==> src/rtl/tss_pkg.sv <==
// Package: sizes, operation and result codes, and the slot entry type of the timer scheduler.
package tss_pkg;
	localparam int TIMER_SLOTS = 16;
	localparam int TIME_BITS   = 32;
	localparam int MAX_RESULTS = 16;
	localparam int SLOT_W      = (TIMER_SLOTS > 1) ? $clog2(TIMER_SLOTS) : 1;
	localparam int CNT_W       = $clog2(TIMER_SLOTS + 1);
	localparam int FIRE_W      = $clog2(MAX_RESULTS + 1);

	localparam logic [1:0] OP_ONESHOT = 2'd0;
	localparam logic [1:0] OP_REPEAT  = 2'd1;
	localparam logic [1:0] OP_CANCEL  = 2'd2;
	localparam logic [1:0] OP_TICK    = 2'd3;

	localparam logic [1:0] KIND_SCHED = 2'd0;
	localparam logic [1:0] KIND_FIRED = 2'd1;
	localparam logic [1:0] KIND_FULL  = 2'd2;
	localparam logic [1:0] KIND_DONE  = 2'd3;

	typedef struct packed {
		logic                 repeats;
		logic [15:0]          ident;
		logic [TIME_BITS-1:0] deadline;
		logic [15:0]          period;
	} slot_entry_t;
endpackage

==> src/rtl/tss_if.sv <==
// Valid/ready channel interfaces for the scheduler's operations and results.
interface tss_in_if;
	logic        valid;
	logic        ready;
	logic [1:0]  opcode;
	logic [15:0] delay_ticks;
	logic [15:0] target_id;

	modport source (output valid, output opcode, output delay_ticks, output target_id,
		input ready);
	modport sink (input valid, input opcode, input delay_ticks, input target_id,
		output ready);
endinterface

interface tss_out_if;
	logic        valid;
	logic        ready;
	logic [1:0]  kind;
	logic [15:0] timer_id;
	logic        last;

	modport source (output valid, output kind, output timer_id, output last, input ready);
	modport sink (input valid, input kind, input timer_id, input last, output ready);
endinterface

==> src/rtl/timer_slot_scheduler.sv <==
// Timer slot scheduler: slot entries in a synchronous memory, scanned one slot per cycle.
//
//   channel  dir  transaction
//   in_ch    in   opcode, delay_ticks, target_id
//   out_ch   out  kind, timer_id, last
//
// Work per operation before input is taken again: schedule goes straight to its result;
// cancel reads every slot, one memory read per slot; tick runs the due scan, then
// one selection pass per fired timer, since each selection pass reads every slot through the single
// memory read port, or emits the done result when nothing fired.
// Reset clears the used/live bits and time and sets the id counter to 1; the memory needs no clearing.
// A stalled result holds the block in its fire or emit step; input is taken only when idle.
module timer_slot_scheduler
	import tss_pkg::*;
(
	input  logic clk,
	input  logic arst_n,
	tss_in_if.sink    in_ch,
	tss_out_if.source out_ch
);
	localparam logic [1:0] ST_IDLE = 2'd0;
	localparam logic [1:0] ST_SCAN = 2'd1;
	localparam logic [1:0] ST_FIRE = 2'd2;
	localparam logic [1:0] ST_EMIT = 2'd3;

	localparam logic [1:0] MD_CANCEL = 2'd0;
	localparam logic [1:0] MD_DUE    = 2'd1;
	localparam logic [1:0] MD_SEL    = 2'd2;

	slot_entry_t mem [TIMER_SLOTS];

	logic [1:0]             state_q;
	logic [1:0]             mode_q;
	logic [CNT_W-1:0]       cnt_q;
	logic                   rd_vld_s1;
	logic [SLOT_W-1:0]      rd_slot_s1;
	slot_entry_t            rd_data_s1;
	logic [TIMER_SLOTS-1:0] used_q, live_q, pend_q;
	logic [TIME_BITS-1:0]   now_q;
	logic [15:0]            next_id_q;
	logic [15:0]            target_q;
	logic                   best_v_q;
	logic [SLOT_W-1:0]      best_slot_q;
	logic [TIME_BITS-1:0]   best_age_q;
	slot_entry_t            best_q;
	logic [FIRE_W-1:0]      fired_q;
	logic [1:0]             res_kind_q;
	logic [15:0]            res_id_q;
	logic                   out_valid_q;
	logic [1:0]             out_kind_q;
	logic [15:0]            out_id_q;
	logic                   out_last_q;

	logic                   out_free;
	logic                   out_load;
	logic                   has_free;
	logic [SLOT_W-1:0]      free_idx;
	logic [15:0]            sched_delay;
	logic                   mem_we, mem_re;
	logic [SLOT_W-1:0]      mem_wa;
	slot_entry_t            mem_wd;
	logic [TIME_BITS-1:0]   rd_age;
	logic                   rd_due;
	logic                   better;
	logic [TIMER_SLOTS-1:0] best_mask;
	logic                   fire_last;
	logic                   scan_more;

	assign out_free     = !out_valid_q || out_ch.ready;
	assign out_load     = out_free && (state_q == ST_FIRE || state_q == ST_EMIT);
	assign in_ch.ready  = (state_q == ST_IDLE);
	assign out_ch.valid = out_valid_q;
	assign out_ch.kind  = out_kind_q;
	assign out_ch.timer_id = out_id_q;
	assign out_ch.last  = out_last_q;

	always_comb begin
		free_idx = '0;
		for (int i = TIMER_SLOTS - 1; i >= 0; i--) begin
			if (!used_q[i]) begin
				free_idx = SLOT_W'(i);
			end
		end
	end
	assign has_free = ~&used_q;

	assign sched_delay = (in_ch.opcode == OP_REPEAT && in_ch.delay_ticks == 16'd0) ?
		16'd1 : in_ch.delay_ticks;

	assign scan_more = (cnt_q < CNT_W'(TIMER_SLOTS));
	assign mem_re    = (state_q == ST_SCAN) && scan_more;

	always_comb begin
		mem_we = 1'b0;
		mem_wa = free_idx;
		mem_wd = best_q;
		if (state_q == ST_IDLE && in_ch.valid && has_free &&
				(in_ch.opcode == OP_ONESHOT || in_ch.opcode == OP_REPEAT)) begin
			mem_we = 1'b1;
			mem_wd.repeats  = (in_ch.opcode == OP_REPEAT);
			mem_wd.ident    = next_id_q;
			mem_wd.deadline = now_q + TIME_BITS'(sched_delay);
			mem_wd.period   = sched_delay;
		end else if (state_q == ST_FIRE && out_free && best_q.repeats) begin
			mem_we = 1'b1;
			mem_wa = best_slot_q;
			mem_wd.deadline = now_q + TIME_BITS'(best_q.period);
		end
	end

	always_ff @(posedge clk) begin
		if (mem_we) begin
			mem[mem_wa] <= mem_wd;
		end
		if (mem_re) begin
			rd_data_s1 <= mem[cnt_q[SLOT_W-1:0]];
		end
	end

	assign rd_age = now_q - rd_data_s1.deadline;
	assign rd_due = !rd_age[TIME_BITS-1];
	assign better = !best_v_q || (rd_age > best_age_q) ||
		(rd_age == best_age_q && rd_data_s1.ident < best_q.ident);
	assign best_mask = TIMER_SLOTS'(1) << best_slot_q;
	assign fire_last = ((pend_q & ~best_mask) == '0) ||
		(fired_q == FIRE_W'(MAX_RESULTS - 1));

	always_ff @(posedge clk or negedge arst_n) begin
		if (!arst_n) begin
			state_q     <= ST_IDLE;
			mode_q      <= MD_CANCEL;
			cnt_q       <= '0;
			rd_vld_s1   <= 1'b0;
			used_q      <= '0;
			live_q      <= '0;
			pend_q      <= '0;
			now_q       <= '0;
			next_id_q   <= 16'd1;
			best_v_q    <= 1'b0;
			fired_q     <= '0;
			out_valid_q <= 1'b0;
		end else begin
			rd_vld_s1 <= 1'b0;
			if (out_load) begin
				out_valid_q <= 1'b1;
			end else if (out_ch.ready) begin
				out_valid_q <= 1'b0;
			end
			unique case (state_q)
				ST_IDLE: begin
					if (in_ch.valid) begin
						unique case (in_ch.opcode)
							OP_ONESHOT, OP_REPEAT: begin
								if (has_free) begin
									used_q[free_idx] <= 1'b1;
									live_q[free_idx] <= 1'b1;
									next_id_q  <= (next_id_q == 16'hFFFF) ? 16'd1 : next_id_q + 16'd1;
									res_kind_q <= KIND_SCHED;
									res_id_q   <= next_id_q;
								end else begin
									res_kind_q <= KIND_FULL;
									res_id_q   <= 16'd0;
								end
								state_q <= ST_EMIT;
							end
							OP_CANCEL: begin
								target_q <= in_ch.target_id;
								mode_q   <= MD_CANCEL;
								cnt_q    <= '0;
								state_q  <= ST_SCAN;
							end
							default: begin
								now_q   <= now_q + TIME_BITS'(1);
								mode_q  <= MD_DUE;
								pend_q  <= '0;
								cnt_q   <= '0;
								state_q <= ST_SCAN;
							end
						endcase
					end
				end
				ST_SCAN: begin
					if (scan_more) begin
						rd_vld_s1  <= 1'b1;
						rd_slot_s1 <= cnt_q[SLOT_W-1:0];
						cnt_q      <= cnt_q + CNT_W'(1);
					end else if (!rd_vld_s1) begin
						unique case (mode_q)
							MD_CANCEL: state_q <= ST_IDLE;
							MD_DUE: begin
								if (pend_q == '0) begin
									res_kind_q <= KIND_DONE;
									res_id_q   <= 16'd0;
									state_q    <= ST_EMIT;
								end else begin
									mode_q   <= MD_SEL;
									cnt_q    <= '0;
									best_v_q <= 1'b0;
									fired_q  <= '0;
								end
							end
							default: state_q <= ST_FIRE;
						endcase
					end
					if (rd_vld_s1) begin
						unique case (mode_q)
							MD_CANCEL: begin
								if (used_q[rd_slot_s1] && rd_data_s1.ident == target_q) begin
									live_q[rd_slot_s1] <= 1'b0;
								end
							end
							MD_DUE: begin
								if (used_q[rd_slot_s1] && rd_due) begin
									if (live_q[rd_slot_s1]) begin
										pend_q[rd_slot_s1] <= 1'b1;
									end else begin
										used_q[rd_slot_s1] <= 1'b0;
									end
								end
							end
							default: begin
								if (pend_q[rd_slot_s1] && better) begin
									best_v_q    <= 1'b1;
									best_slot_q <= rd_slot_s1;
									best_age_q  <= rd_age;
									best_q      <= rd_data_s1;
								end
							end
						endcase
					end
				end
				ST_FIRE: begin
					if (out_free) begin
						out_kind_q  <= KIND_FIRED;
						out_id_q    <= best_q.ident;
						out_last_q  <= fire_last;
						if (!best_q.repeats) begin
							used_q[best_slot_q] <= 1'b0;
							live_q[best_slot_q] <= 1'b0;
						end
						fired_q <= fired_q + FIRE_W'(1);
						if (fire_last) begin
							pend_q  <= '0;
							state_q <= ST_IDLE;
						end else begin
							pend_q[best_slot_q] <= 1'b0;
							cnt_q    <= '0;
							best_v_q <= 1'b0;
							state_q  <= ST_SCAN;
						end
					end
				end
				default: begin
					if (out_free) begin
						out_kind_q  <= res_kind_q;
						out_id_q    <= res_id_q;
						out_last_q  <= 1'b1;
						state_q     <= ST_IDLE;
					end
				end
			endcase
		end
	end
endmodule

==> src/flat_wrapper.sv <==
// flat-port wrapper written by rule: the top's interface ports become plain ports
module timer_slot_scheduler_flat import tss_pkg::*;
  (clk, arst_n, in_ch_valid, in_ch_opcode, in_ch_delay_ticks, in_ch_target_id, in_ch_ready, out_ch_valid, out_ch_kind, out_ch_timer_id, out_ch_last, out_ch_ready);
  tss_in_if in_ch_i ();
  tss_out_if out_ch_i ();
  input  logic clk;
  input  logic arst_n;
  input wire logic [$bits(in_ch_i.valid)-1:0] in_ch_valid;
  input wire logic [$bits(in_ch_i.opcode)-1:0] in_ch_opcode;
  input wire logic [$bits(in_ch_i.delay_ticks)-1:0] in_ch_delay_ticks;
  input wire logic [$bits(in_ch_i.target_id)-1:0] in_ch_target_id;
  output wire logic [$bits(in_ch_i.ready)-1:0] in_ch_ready;
  output wire logic [$bits(out_ch_i.valid)-1:0] out_ch_valid;
  output wire logic [$bits(out_ch_i.kind)-1:0] out_ch_kind;
  output wire logic [$bits(out_ch_i.timer_id)-1:0] out_ch_timer_id;
  output wire logic [$bits(out_ch_i.last)-1:0] out_ch_last;
  input wire logic [$bits(out_ch_i.ready)-1:0] out_ch_ready;
  assign in_ch_i.valid = in_ch_valid;
  assign in_ch_i.opcode = in_ch_opcode;
  assign in_ch_i.delay_ticks = in_ch_delay_ticks;
  assign in_ch_i.target_id = in_ch_target_id;
  assign in_ch_ready = in_ch_i.ready;
  assign out_ch_valid = out_ch_i.valid;
  assign out_ch_kind = out_ch_i.kind;
  assign out_ch_timer_id = out_ch_i.timer_id;
  assign out_ch_last = out_ch_i.last;
  assign out_ch_i.ready = out_ch_ready;
  timer_slot_scheduler u_core (.clk(clk), .arst_n(arst_n), .in_ch(in_ch_i), .out_ch(out_ch_i));
endmodule
==> config.mk <==
export PLATFORM = sky130hd
export DESIGN_NAME = timer_slot_scheduler_flat
export DESIGN_NICKNAME = d
export VERILOG_FILES = /design/src/rtl/tss_pkg.sv /design/src/rtl/tss_if.sv /design/src/rtl/timer_slot_scheduler.sv /design/src/flat_wrapper.sv
export SDC_FILE = /design/constraint.sdc
export NUM_CORES = 2
export LEC_CHECK = 0
export BUFFER_PORTS_ARGS = -buffer_cell sky130_fd_sc_hd__buf_2
export CORE_UTILIZATION = 41
export DETAILED_ROUTE_END_ITERATION = 10
export GPL_TIMING_DRIVEN = 0
export PLACE_DENSITY = 0.65
export SLEW_MARGIN = 20
export SYNTH_ARGS = -nofsm -noshare
export SYNTH_HDL_FRONTEND = slang
export SYNTH_SLANG_ARGS = --single-unit
==> constraint.sdc <==
create_clock -name clk -period 7.8 [get_ports clk]
set_clock_uncertainty 0.15 [all_clocks]
set_input_delay 1.17 -clock clk [delete_from_list [all_inputs] [get_ports clk]]
set_output_delay 1.17 -clock clk [all_outputs]
set_load 0.02 [all_outputs]
==> results.yml <==
cts:
  cts_sinks: 1376
  cts_resized: 0
  ctsHtreeMaxLevel: 4
  cts_tree: "done"
  clk_pin_slew_worst_paths_ns: 0.07
  holdBufCountCts: 0
  clock_latency_ns: 0.80
  clockBufferDepth: 3
  post_cts_buffers: 0
  cts_buffers: 140
  cts_root_buf: "clkbuf_16"
worst_setup_path:
  rrSetupSlack_ns: 0.90
  setup.worst_path.start_class: "register"
  crit_required_ns: 8.11
  rr_startpoint: "u_core.now_q[0]"
  worstPathCellList: "inv_1 -> ha_1 -> inv_1 -> fa_1 -> a211oi_1 -> o21ai_0 -> a32o_1 -> a21oi_2 -> o221ai_1 -> o41ai_1 -> nor3_1 -> or3_1 -> a21oi_1 -> xnor2_1 -> ha_1 -> nand4_1 -> nor3_1 -> nand3_1 -> o221ai_1 -> a21oi_1 -> o21ai_0 -> and3_4 -> buf_12"
  arrival_ns: 7.21
  slowest_delay_ns: 0.75
  endpoint_kind: "register"
  reg2reg_to: "u_core.best_q[24]"
  cp_max_fo: 40
  crit_path_top_delay_cell: "and3_4"
  r2r_cells: 23
  path_class: "register to register"
power:
  pwr-share-clk: 0.305
  swShare: 0.3057
  seqPwrFrac: 0.434
  power.leakage_nw: 22.80
  powerDensity_nw_per_um2: 322.3
  switching_power_mw: 6.710
  cell_internal_pwr_mw: 15.24
  max-vdd-ir-drop_v: 0.0002432
  power_frac_comb: 0.261
  total_power_mw: 21.95
layout:
  fin_cells: 5727
  syn_to_final_growth_pct: 16.18
  drive_above_1_share: 0.2166
  diodes: 0
  nets: 3882
routing:
  vias: 33570
  via_per_inst: 5.862
  drt_iter0_markers: 4080
  firstDrtPassIters: 6
  ant_nets: 0
  post_drt_wl_per_cell_um: 27.64
  wl_um: 158300
  post-route-drc-count: 0
logic_synthesis:
  synthTopCellsByArea: "edfxtp_1, mux4_2, dfrtp_1"
  synth-seq-cells: 1376
  synth.avg_cell_area_um2: 17.14
  synth_most_common_cell: "edfxtp_1"
  ys_seq_area_frac: 0.6951
  synth_cell_types: 90
  synth_edf_count: 1263
  synth_top_area_frac: 0.6469
  ys.flop_type: "edfxtp_1"
  synthArstFlopShare: 0.08212
  yosys_warnings: 0
  synth_common_cells: "edfxtp_1, mux4_2, nand2_1, o21ai_0, nor2_1"
  synth_nets: 3582
  synth_area_um2: 58630
  synth_area_leader_cell: "edfxtp_1"
  netlist_instances: 3421
global_routing:
  grt.busiest_layer: "met2"
  grt_pass1_wl_um: 229400
  grt_usage: 0.2180
  grt_max_degree: 70
  grt_antenna_before_repair: 0
  met1_usage: 0.3144
  grt.met2_usage: 0.3341
  overflow: 0
  met3_usage: 0.04126
  grt_pass1_vias: 33360
flow_run:
  maxCapViolations: 0
sta:
  final.period_utilization: 0.8850
  finalSetupTns_ns: 0
  max_freq_mhz: 144.9
  final_hold_viol_count: 0
  period_needed_ns: 6.903
  slew_violations: 0
  rsz0062_at_grt: "no"
  finalSetupViolCount: 0
  slew_headroom: 0.2071
  worstMarginPinSlew_ns: 1.189
placed_design:
  dp_hpwl_um: 107800
  io_buffers: 58
  dp_cells: 5465
  gp_congestion: 0.8950
die:
  core-area_um2: 141800
  fp.dieArea_um2: 144500
  io_pins: 59
  row_count: 138
  initial_core_util: 0.4136
  die_x_um: 380.2
  die_y_um: 380.2
min_path:
  worstHoldPathType: "primary input to async pin"
status:
  outcome: "completed"
==> cell type report <==
| class | instances | area [µm²] |
|---|---|---|
| clock buffer | 173 | 3659 |
| clock inverter | 85 | 914.6 |
| multi-input combinational | 1765 | 17020 |
| fill | 11710 | 73640 |
| timing repair buffer | 158 | 2248 |
| sequential | 1376 | 40760 |
| inverter | 123 | 466.7 |
| tap | 1890 | 2365 |
| buffer | 157 | 685.7 |
==> metal layers <==
metal	share of wire	wire, µm
met5	0	0
met4	0.029	4606
met3	0.081	12820
met2	0.46	72940
met1	0.43	67950
==> worst max-delay path: cells and delay by family, from the launching register on <==
kind	cells	cell delay, ns
XOR/XNOR	1	0.11
adder cells (fa/ha/maj)	3	0.91
AND/OR/NAND/NOR	6	1.90
flip-flops	1	0.43
buffers and inverters	3	0.50
AO/OA/AOI/OAI	10	2.48
==> cells by family (layout without fill, tap and decap cells) <==
| family | Yosys count | after routing | synth area share |
|---|---|---|---|
| buf+inv | 280 | 696 | 0.01884 |
| flops | 1376 | 1376 | 0.6951 |
| mux | 360 | 360 | 0.1342 |
| xor+xnor | 114 | 114 | 0.01703 |
| compound gates | 462 | 462 | 0.05049 |
| fa+ha+maj | 123 | 123 | 0.02663 |
| simple gates | 706 | 706 | 0.05764 |
==> power by group through the flow <==
stage / sequential (mW) / clock (mW) / combinational [mW]
detailed placement: 9.67 / 0 / 5.68
finish: 9.53 / 6.69 / 5.73
CTS: 9.52 / 6.79 / 5.70
global route: 9.57 / 7.07 / 6.09
global placement: 9.78 / 0 / 5.28
floorplan: 9.60 / 0 / 3.51
==> metrics by stage <==
| step | instance area (µm²) | util | hold slack, ns | worst slack (ns) |
|---|---|---|---|---|
| final | 68110 | 0.4805 | 0.1596 | 0.8972 |
| after global routing | 68110 | 0.4805 | 0.1620 | 0.4588 |
| after CTS | 68000 | 0.4797 | 0.1306 | 0.8640 |
| after detailed placement | 63430 | 0.4475 | 0.2552 | 0.9229 |
| after global placement | 61290 | 0.4323 | 0.2548 | -3.898 |
| after floorplan | 58630 | - | 0.2503 | 0.6137 |
==> layout by cell type (no fill, tap or decap), drive strengths merged, types with 74 or more instances in the layout <==
| cell type | instances |
|---|---|
| mux4 | 339 |
| nor2 | 126 |
| a21oi | 127 |
| xnor2 | 74 |
| dfrtp | 112 |
| clkbuf | 306 |
| buf | 182 |
| o21ai | 135 |
| ha | 120 |
| inv | 130 |
| edfxtp | 1263 |
| nand2 | 255 |
| nand3 | 76 |
==> sequential cells by signal, summed over array words and instances, names as in the netlist, 4 cells and up <==
name                    count
u_core.best_age_q          32
u_core.res_id_q            16
u_core.pend_q              16
u_core.live_q              16
u_core.used_q              16
u_core.fired_q              5
u_core.next_id_q           16
u_core.rd_slot_s1           4
u_core.best_slot_q          4
u_core.target_q            16
u_core.now_q               32
u_core.rd_data_s1          65
u_core.cnt_q                5
u_core.mem               1040
u_core.best_q              65
u_core.out_ch.timer_id     16
==> worst max-delay path by stage <==
stage                          from  cells after the start  slack [ns]              endpoint
floorplan           u_core.now_q[0]                     22        0.61  u_core.best_age_q[0]
global placement        in_ch_valid                      8       -3.90     u_core.mem[5][19]
detailed placement  u_core.now_q[0]                     23        0.92     u_core.best_q[24]
CTS                 u_core.now_q[0]                     23        0.86     u_core.best_q[34]
global route        u_core.now_q[0]                     23        0.46     u_core.best_q[34]
finish              u_core.now_q[0]                     23        0.90     u_core.best_q[24]
No activity file was read; power rests on OpenSTA's default activity.
